==> config.mk <==
export PLATFORM = sky130hd
export DESIGN_NAME = sync_frame_receiver_bitrev_sum16
export DESIGN_NICKNAME = d
export VERILOG_FILES = /design/src/rtl/sfr_pkg.sv /design/src/rtl/sync_frame_receiver_bitrev_sum16.sv
export SDC_FILE = /design/constraint.sdc
export NUM_CORES = 1
export LEC_CHECK = 0
export BUFFER_PORTS_ARGS = -buffer_cell sky130_fd_sc_hd__clkbuf_2
export CAP_MARGIN = 30
export CORE_AREA = 2 2 112 71
export CTS_CLUSTER_DIAMETER = 150
export DETAILED_ROUTE_END_ITERATION = 10
export DIE_AREA = 0 0 114 73
export HOLD_SLACK_MARGIN = 0.02
export PLACE_DENSITY_LB_ADDON = 0.15
export SYNTH_ARGS = -nofsm -noshare
export SYNTH_HDL_FRONTEND = slang
export SYNTH_SLANG_ARGS = --single-unit
==> constraint.sdc <==
create_clock -name clk -period 2.95 [get_ports clk]
set_input_delay 0.295 -clock clk [delete_from_list [all_inputs] [get_ports clk]]
set_output_delay 0.295 -clock clk [all_outputs]
set_load 0.02 [all_outputs]
==> src/rtl/sfr_pkg.sv <==
// ----------------------------------------------------------------------------
// sfr_pkg: shared constants for the sync frame receiver
// header bytes, payload length and field widths
// ----------------------------------------------------------------------------
`default_nettype none

package sfr_pkg;

  localparam int unsigned PAYLOAD_BYTES = 2046;

  localparam int unsigned BYTE_W = 8;
  localparam int unsigned POS_W  = 11;
  localparam int unsigned SUM_W  = 16;
  localparam int unsigned HDR_W  = 2;

  // out_tdata: data_byte, payload_position, computed_sum, zero padding
  localparam int unsigned OUT_FIELDS_W = BYTE_W + POS_W + SUM_W;
  localparam int unsigned OUT_DATA_W   = ((OUT_FIELDS_W + 7) / 8) * 8;

  localparam logic [BYTE_W-1:0] SYNC_BYTE  = 8'h55;
  localparam logic [BYTE_W-1:0] FINAL_BYTE = 8'h00;
  localparam logic [HDR_W-1:0]  SYNC_COUNT = 2'd3;

  // 3 * 0xaa + 0x00, the reversed header
  localparam logic [SUM_W-1:0] HEADER_SUM = 16'h01FE;

  localparam logic [POS_W:0] LAST_POS   = (POS_W+1)'(PAYLOAD_BYTES - 1);
  localparam logic [POS_W:0] CSUM_LO_POS = (POS_W+1)'(PAYLOAD_BYTES - 2);

endpackage : sfr_pkg

`default_nettype wire

==> src/rtl/sync_frame_receiver_bitrev_sum16.sv <==
// ----------------------------------------------------------------------------
// sync_frame_receiver_bitrev_sum16: sync word deframer with 16-bit sum
// hunts for 55 55 55 00, then emits bit-reversed payload bytes with checksum
// ----------------------------------------------------------------------------
`default_nettype none

// Takes one raw serial byte per word on the in_ stream. While hunting it looks
// for the header 55 55 55 00; a mismatching byte restarts the hunt and is not
// rechecked as a first header byte. After the header, each of the
// PAYLOAD_BYTES payload bytes comes out bit-reversed with its position and the
// running 16-bit sum (preloaded with the reversed header sum); the last two
// bytes are the little-endian received checksum and do not add to the sum.
// The final byte has out_tlast set and out_tuser carries the pass verdict.
// Header bytes produce no output word. One byte is taken every cycle; a byte
// lands in the input register when it is accepted and its result then moves on
// into the result register, and backpressure on out_ stalls both stages.
module sync_frame_receiver_bitrev_sum16 (
  input  wire logic                          clk,
  input  wire logic                          rst_n,
  input  wire logic                          in_tvalid,
  output logic                               in_tready,
  input  wire logic [sfr_pkg::BYTE_W-1:0]    in_tdata,   // [7:0] rx_byte
  output logic                               out_tvalid,
  input  wire logic                          out_tready,
  // [7:0] data_byte, [18:8] payload_position, [34:19] computed_sum, rest zero
  output logic [sfr_pkg::OUT_DATA_W-1:0]     out_tdata,
  output logic                               out_tlast,
  output logic                               out_tuser   // [0] checksum_ok
);

  localparam int unsigned BW = sfr_pkg::BYTE_W;
  localparam int unsigned PW = sfr_pkg::POS_W;
  localparam int unsigned SW = sfr_pkg::SUM_W;

  // input register
  logic          in_vld_r;
  logic [BW-1:0] in_byte_r;

  // frame state
  logic                     in_payload_r, in_payload_nxt;
  logic [sfr_pkg::HDR_W-1:0] hdr_cnt_r, hdr_cnt_nxt;
  logic [PW-1:0]            byte_cnt_r, byte_cnt_nxt;
  logic [SW-1:0]            sum_r, sum_nxt;
  logic [BW-1:0]            rcv_lo_r, rcv_lo_nxt;

  // result register
  logic          out_vld_r, out_vld_nxt;
  logic [BW-1:0] out_byte_r, out_byte_nxt;
  logic [PW-1:0] out_pos_r, out_pos_nxt;
  logic [SW-1:0] out_sum_r, out_sum_nxt;
  logic          out_last_r, out_last_nxt;
  logic          out_ok_r, out_ok_nxt;

  logic          out_free;
  logic          proc;
  logic [BW-1:0] rev;
  logic [BW-1:0] expect_byte;
  logic          is_last;
  logic          is_csum_lo;

  assign out_free  = !out_vld_r || out_tready;
  assign proc      = in_vld_r && out_free;
  assign in_tready = !in_vld_r || out_free;

  always_comb begin
    for (int k = 0; k < BW; k++) begin
      rev[k] = in_byte_r[BW-1-k];
    end
  end

  assign expect_byte = (hdr_cnt_r < sfr_pkg::SYNC_COUNT) ? sfr_pkg::SYNC_BYTE
                                                        : sfr_pkg::FINAL_BYTE;
  assign is_last    = ({1'b0, byte_cnt_r} >= sfr_pkg::LAST_POS);
  assign is_csum_lo = ({1'b0, byte_cnt_r} == sfr_pkg::CSUM_LO_POS);

  always_comb begin
    in_payload_nxt = in_payload_r;
    hdr_cnt_nxt    = hdr_cnt_r;
    byte_cnt_nxt   = byte_cnt_r;
    sum_nxt        = sum_r;
    rcv_lo_nxt     = rcv_lo_r;
    out_vld_nxt    = out_vld_r && !out_tready;
    out_byte_nxt   = out_byte_r;
    out_pos_nxt    = out_pos_r;
    out_sum_nxt    = out_sum_r;
    out_last_nxt   = out_last_r;
    out_ok_nxt     = out_ok_r;

    if (proc) begin
      if (!in_payload_r) begin
        if (in_byte_r == expect_byte) begin
          if (hdr_cnt_r == sfr_pkg::SYNC_COUNT) begin
            hdr_cnt_nxt    = '0;
            in_payload_nxt = 1'b1;
            byte_cnt_nxt   = '0;
            sum_nxt        = sfr_pkg::HEADER_SUM;
            rcv_lo_nxt     = '0;
          end else begin
            hdr_cnt_nxt = hdr_cnt_r + 1'b1;
          end
        end else begin
          hdr_cnt_nxt = '0;
        end
      end else begin
        out_vld_nxt  = 1'b1;
        out_byte_nxt = rev;
        out_pos_nxt  = byte_cnt_r;
        out_last_nxt = is_last;
        out_ok_nxt   = 1'b0;
        out_sum_nxt  = sum_r;
        priority if (is_last) begin
          out_ok_nxt     = ({rev, rcv_lo_r} == sum_r);
          // back to hunting with everything at reset values
          in_payload_nxt = 1'b0;
          hdr_cnt_nxt    = '0;
          byte_cnt_nxt   = '0;
          sum_nxt        = sfr_pkg::HEADER_SUM;
          rcv_lo_nxt     = '0;
        end else if (is_csum_lo) begin
          rcv_lo_nxt   = rev;
          byte_cnt_nxt = byte_cnt_r + 1'b1;
        end else begin
          sum_nxt      = sum_r + SW'(rev);
          out_sum_nxt  = sum_r + SW'(rev);
          byte_cnt_nxt = byte_cnt_r + 1'b1;
        end
      end
    end
  end

  always_ff @(posedge clk) begin
    if (!rst_n) begin
      in_vld_r     <= 1'b0;
      in_payload_r <= 1'b0;
      hdr_cnt_r    <= '0;
      byte_cnt_r   <= '0;
      sum_r        <= sfr_pkg::HEADER_SUM;
      rcv_lo_r     <= '0;
      out_vld_r    <= 1'b0;
    end else begin
      if (in_tready) begin
        in_vld_r <= in_tvalid;
      end
      in_payload_r <= in_payload_nxt;
      hdr_cnt_r    <= hdr_cnt_nxt;
      byte_cnt_r   <= byte_cnt_nxt;
      sum_r        <= sum_nxt;
      rcv_lo_r     <= rcv_lo_nxt;
      out_vld_r    <= out_vld_nxt;
    end
  end

  always_ff @(posedge clk) begin
    if (in_tready && in_tvalid) begin
      in_byte_r <= in_tdata;
    end
    out_byte_r <= out_byte_nxt;
    out_pos_r  <= out_pos_nxt;
    out_sum_r  <= out_sum_nxt;
    out_last_r <= out_last_nxt;
    out_ok_r   <= out_ok_nxt;
  end

  assign out_tvalid = out_vld_r;
  assign out_tdata  = {{(sfr_pkg::OUT_DATA_W - sfr_pkg::OUT_FIELDS_W){1'b0}},
                       out_sum_r, out_pos_r, out_byte_r};
  assign out_tlast  = out_last_r;
  assign out_tuser  = out_ok_r;

endmodule : sync_frame_receiver_bitrev_sum16

`default_nettype wire

== After elaboration in Yosys (flattened, before gate mapping) ==
Index checks and enable logic that the tools add are counted.

* Register bits: 85
* Input port bits: 12
* Output and inout port bits: 44
* Word-level logic and storage cells: 64

* Add/sub/neg operators: 3
* $lt $le $gt $ge: 2
* Eq/ne operators: 6
* Multiplexer cells: 26
* Reductions and logical operators: 14

{| class="wikitable"
|+ Operator list
! kind !! count
|-
| $mux 16 || 6
|-
| $mux 11 || 4
|-
| $mux 8 || 5
|-
| $add 16x8->16 || 1
|-
| $eq 16x16->1 || 1
|-
| $add 11x1->11 const B || 1
|-
| $eq 11x11->1 const B || 1
|-
| $ge 11x11->1 const B || 1
|-
| $eq 8x7->1 || 1
|-
| $mux 2 || 4
|-
| $mux 7 || 1
|-
| $mux 1 || 6
|-
| $reduce_and 2->1 || 2
|-
| $reduce_and 4->1 || 1
|-
| $reduce_bool 2->1 || 2
|-
| $logic_and 1x1->1 || 3
|-
| $logic_not 1->1 || 3
|-
| $ne 3x1->1 const B || 1
|-
| $reduce_and 3->1 || 1
|-
| $add 2x1->2 const B || 1
|-
| $eq 2x2->1 const B || 1
|-
| $logic_or 1x1->1 || 2
|-
| $lt 2x2->1 const B || 1
|-
| $ne 2x1->1 const B || 1
|}

== Logic depth before layout (Yosys ltp) ==
* Word-level depth: 5
* Depth in mapped cells: 10

== Least setup slack after synthesis ==
OpenSTA, ideal clock, no wires.

* Path type: register to register
* Start: register in_byte_r[7]
* End: register sum_r[14]
* Setup time: 116 ps
* Arrival: 2,353 ps
* Data required time: 2,834 ps
* Setup slack: 481 ps
* Cell stages (with the launch flop): 8
* Buffers on the path: 0
* Period minus slack after synthesis: 2,469 ps
* Cells stage by stage: edfxtp_1 > ha_1 > fa_1 > a21o_1 > a221oi_1 > o21ai_1 > a32o_1 > a31o_1

* Longest elaborated chain between the ends: 4
* Elaborated cells between the ends (all ways): 7
* Classes of those cells: add/sub (1); eq/ne (1); mux (3); reduce/logical (2)

{| class="wikitable"
|+ RTL lines
! what !! RTL line !! source
|-
| start: declaration || sync_frame_receiver_bitrev_sum16.sv:37 || <nowiki>logic [BW-1:0] in_byte_r;</nowiki>
|-
| start signal: assignment || sync_frame_receiver_bitrev_sum16.sv:155 || <nowiki>in_byte_r <= in_tdata;</nowiki>
|-
| $add 16x8->16 || sync_frame_receiver_bitrev_sum16.sv:123 || <nowiki>sum_nxt = sum_r + SW'(rev);</nowiki>
|-
| $mux 16 || sync_frame_receiver_bitrev_sum16.sv:119 || <nowiki>end else if (is_csum_lo) begin</nowiki>
|-
| $mux 16 || sync_frame_receiver_bitrev_sum16.sv:111 || <nowiki>priority if (is_last) begin</nowiki>
|-
| $mux 16 || sync_frame_receiver_bitrev_sum16.sv:90 || <nowiki>if (!in_payload_r) begin</nowiki>
|-
| end signal: assignment || sync_frame_receiver_bitrev_sum16.sv:137 || <nowiki>sum_r <= sfr_pkg::HEADER_SUM;</nowiki>
|-
| end signal: assignment || sync_frame_receiver_bitrev_sum16.sv:147 || <nowiki>sum_r <= sum_nxt;</nowiki>
|-
| end: declaration || sync_frame_receiver_bitrev_sum16.sv:43 || <nowiki>logic [SW-1:0] sum_r, sum_nxt;</nowiki>
|}

Several ways; a longest one is shown, not always the timed one.
A chain may end at the register's enable or synchronous reset.

== Final worst setup path ==
Same ends and word-level chain as after synthesis.

==> run_summary.xml <==
<?xml version="1.0" encoding="UTF-8"?>
<metrics>
  <group name="route">
    <metric name="drc" unit="">0</metric>
    <metric name="antenna_left" unit="">0</metric>
    <metric name="drt_iter0_markers" unit="">197</metric>
    <metric name="wire_per_inst" unit="um">18.2</metric>
    <metric name="first_pass_iters" unit="">4</metric>
    <metric name="detail_route.wirelength" unit="mm">9.33</metric>
    <metric name="vias" unit="">3140</metric>
    <metric name="viasPerCell" unit="">6.13</metric>
  </group>
  <group name="global_routing">
    <metric name="met3_usage" unit="">0.0606</metric>
    <metric name="grt_pass1_vias" unit="">2677</metric>
    <metric name="grt_use_total" unit="">0.230</metric>
    <metric name="grt_remaining_overflow" unit="">0</metric>
    <metric name="grt_start_max_net_pins" unit="">40</metric>
    <metric name="global_route.peak_usage_layer" unit="">met1</metric>
    <metric name="grt_use_met2" unit="">0.300</metric>
    <metric name="gr-usage-met1" unit="">0.369</metric>
    <metric name="grt_first_pass_wirelength" unit="mm">14.5</metric>
    <metric name="grt_antenna_before_repair" unit="">0</metric>
  </group>
  <group name="layout">
    <metric name="fin_nets" unit="">438</metric>
    <metric name="area_growth" unit="%">15.7</metric>
    <metric name="finish.cell_count_without_fillers" unit="">512</metric>
    <metric name="post_route_cells_drive_above_1_share" unit="">0.194</metric>
    <metric name="n_antenna_cell" unit="">0</metric>
    <metric name="fin_util" unit="">0.630</metric>
  </group>
  <group name="setup_path">
    <metric name="worst_ep_required_time" unit="ns">3.18</metric>
    <metric name="worst_path_max_delay_cell" unit="">fa_1</metric>
    <metric name="timing.setup.critical_path_class" unit="">reg2reg</metric>
    <metric name="worst_path_largest_cell_delay" unit="ns">0.42</metric>
    <metric name="critical_path.endpoint_type" unit="">register</metric>
    <metric name="critical_path.startpoint_type" unit="">register</metric>
    <metric name="critical-path-top-delay-family" unit="">compound AO/OA/AOI/OAI gates</metric>
    <metric name="timing.critical_path.fanout_max" unit="">9</metric>
    <metric name="worst_ep_arrival_time" unit="ns">2.83</metric>
    <metric name="worstPathCellList" unit="">ha_1 -&gt; fa_1 -&gt; a21o_1 -&gt; a221oi_1 -&gt; o21ai_1 -&gt; a32o_1 -&gt; a31o_1</metric>
    <metric name="path_buf_inv" unit="">0</metric>
  </group>
  <group name="logic_synthesis">
    <metric name="synth-adder-area-share" unit="">0.0420</metric>
    <metric name="synth.top_cell.area_share" unit="">0.333</metric>
    <metric name="synth_compound_area_frac" unit="">0.154</metric>
    <metric name="synth_xor_xnor_area_share" unit="">0.0627</metric>
    <metric name="synth_top_family_by_area" unit="">simple AND/OR/NAND/NOR gates</metric>
    <metric name="multiplexer_fraction_of_the_synthesized_cell_area" unit="">0.0176</metric>
    <metric name="post_synth.cell_area_avg" unit="sq um">11.2</metric>
    <metric name="synthSimpleGateAreaFrac" unit="">0.159</metric>
    <metric name="synth.ff_latch_count" unit="">85</metric>
    <metric name="synth_largest_area_cell" unit="">edfxtp_1</metric>
    <metric name="synth.most_common_cell" unit="">edfxtp_1</metric>
    <metric name="commonest_cells_post_synth" unit="">edfxtp_1, dfxtp_1, nand2_1, nand3_1, xor2_1</metric>
    <metric name="ys.flop_type" unit="">edfxtp_1</metric>
    <metric name="synth.cell_area" unit="sq um">4050</metric>
    <metric name="postSynthCellCount" unit="">361</metric>
    <metric name="main_area_contributors_after_synthesis" unit="">edfxtp_1, dfxtp_1, xor2_1</metric>
    <metric name="async_flop_share" unit="">0</metric>
    <metric name="yosysUniqueCellTypes" unit="">67</metric>
    <metric name="synth_enable_flop_cells" unit="">45</metric>
    <metric name="yosys_warnings" unit="">0</metric>
    <metric name="ys_seq_area_frac" unit="">0.531</metric>
  </group>
  <group name="die">
    <metric name="initial_util" unit="">0.545</metric>
    <metric name="fp.coreArea" unit="sq um">7440</metric>
    <metric name="die_area" unit="sq um">8320</metric>
    <metric name="ios" unit="">56</metric>
    <metric name="die_w" unit="um">114</metric>
    <metric name="chipHeight" unit="um">73</metric>
    <metric name="floorplan.rows" unit="">25</metric>
  </group>
  <group name="clocking">
    <metric name="htree_num_levels" unit="">3</metric>
    <metric name="tritoncts_num_sinks" unit="">85</metric>
    <metric name="cts_setup_buffers" unit="">0</metric>
    <metric name="clkLatencyLatePin" unit="ns">0.34</metric>
    <metric name="master_cell_of_the_clock_root_buffer" unit="">clkbuf_16</metric>
    <metric name="post_cts_resize_count" unit="">0</metric>
    <metric name="cts_buffers" unit="">9</metric>
    <metric name="hold_fix_buffer_count_after_cts" unit="">0</metric>
    <metric name="clk_pin_slew" unit="ns">0.06</metric>
    <metric name="cts_tree" unit="">done</metric>
    <metric name="cts_buffer_depth" unit="">2</metric>
  </group>
  <group name="placement">
    <metric name="final_replace_weighted_congestion" unit="">0.893</metric>
    <metric name="dp_cells" unit="">496</metric>
    <metric name="hpwlAfterDp" unit="mm">6.59</metric>
    <metric name="port-buffer-count" unit="">50</metric>
  </group>
  <group name="sta">
    <metric name="setup_viol" unit="">0</metric>
    <metric name="timing.final.crit_period" unit="ns">2.60</metric>
    <metric name="grt_setup_unrepaired" unit="">false</metric>
    <metric name="totalNegativeSetupSlack" unit="ns">0</metric>
    <metric name="max_freq" unit="MHz">385</metric>
    <metric name="tightest_slew" unit="ns">0.697</metric>
    <metric name="slew-limit-headroom" unit="">0.535</metric>
    <metric name="tcrit_tclk_final" unit="">0.882</metric>
    <metric name="fin_worst_hold_slack" unit="ns">0.129</metric>
    <metric name="skew" unit="ns">0.00629</metric>
    <metric name="final-hold-violation-count" unit="">0</metric>
    <metric name="maxSlewViolCount" unit="">0</metric>
  </group>
  <group name="power_and_ir_drop">
    <metric name="max-vdd-ir-drop" unit="V">0.000356</metric>
    <metric name="totalPowerFinal" unit="uW">2630</metric>
    <metric name="p_leak" unit="uW">0.00183</metric>
    <metric name="power_density" unit="nW/um^2">561</metric>
  </group>
  <group name="flow_run">
    <metric name="max-cap-violations" unit="">0</metric>
  </group>
  <group name="run_status">
    <metric name="status" unit="">completed</metric>
  </group>
  <group name="hold_path">
    <metric name="hold_path_class" unit="">in2reg</metric>
  </group>
</metrics>
-- cells in the final DEF, fill, tap and decap left out, drive strengths merged, types with 6 or more instances in the layout --
master	Yosys	layout
xnor2	9	9
inv	9	10
nor3	12	12
a21oi	19	19
o21ai	11	11
nor2	19	19
xor2	20	20
edfxtp	45	45
nand2	22	22
dfxtp	40	40
clkbuf	9	60
o22a	6	6
nand3	21	21
a22o	8	8
nor4	8	8
mux2	6	6
nand4	8	8
ha	12	12
-- sequential cells by signal, indices dropped and copies added (netlist names), 2 cells and up --
signal / flops
sum_r: 16
out_sum_r: 16
byte_cnt_r: 11
hdr_cnt_r: 2
out_pos_r: 11
out_byte_r: 8
rcv_lo_r: 8
in_byte_r: 8
-- power by group --
part | total (uW) | switching [uW] | internal [uW]
Clock | 1200 | 457 | 742
Combinational | 159 | 94.4 | 64.1
Sequential | 1270 | 19.5 | 1260
-- cell families after synthesis --
group,Yosys count
AND/OR/NAND/NOR,116
flip-flops,85
AO/OA/AOI/OAI,84
XOR/XNOR,29
buffers and inverters,27
adder cells (fa/ha/maj),13
multiplexers,6
other,1
-- through the flow --
stage / setup slack (ns) / instance area, sq um
5_1_grt: 0.247 / 4690
3_3_place_gp: 0.506 / 4370
6_report: 0.349 / 4690
4_1_cts: 0.401 / 4690
3_5_place_dp: 0.445 / 4370
2_1_floorplan: 0.481 / 4070
-- cell type report --
type                       instances  area, sq um
timing repair buffer              55          288
inverter                           9         33.8
multi-input combinational        253         1780
clock buffer                      10          229
fill                             579         2760
sequential                        85         2150
clock inverter                     6         86.3
tap                               94          118
-- worst paths after layout --
kind	from	endpoint	slack [ns]	cells past startpoint
worst max register to register	in_byte_r[7]$_DFFE_PP_	sum_r[14]$_SDFFE_PN0P_	0.35	7
worst max-delay path	in_byte_r[7]$_DFFE_PP_	sum_r[14]$_SDFFE_PN0P_	0.35	7
worst min-delay path	in_tdata[4]	in_byte_r[4]$_DFFE_PP_	0.13	1
worst min register to register	byte_cnt_r[9]$_SDFFE_PN0P_	out_pos_r[9]$_DFFE_PP_	0.49	0
-- per-layer routing --
layer  share of wire  vias to the layer above
li1                -                     1475
met1            0.51                     1507
met3           0.085                       14
met2            0.39                      144
met5               0                        -
met4           0.013                        0
Power figures use the tool's default switching activity.
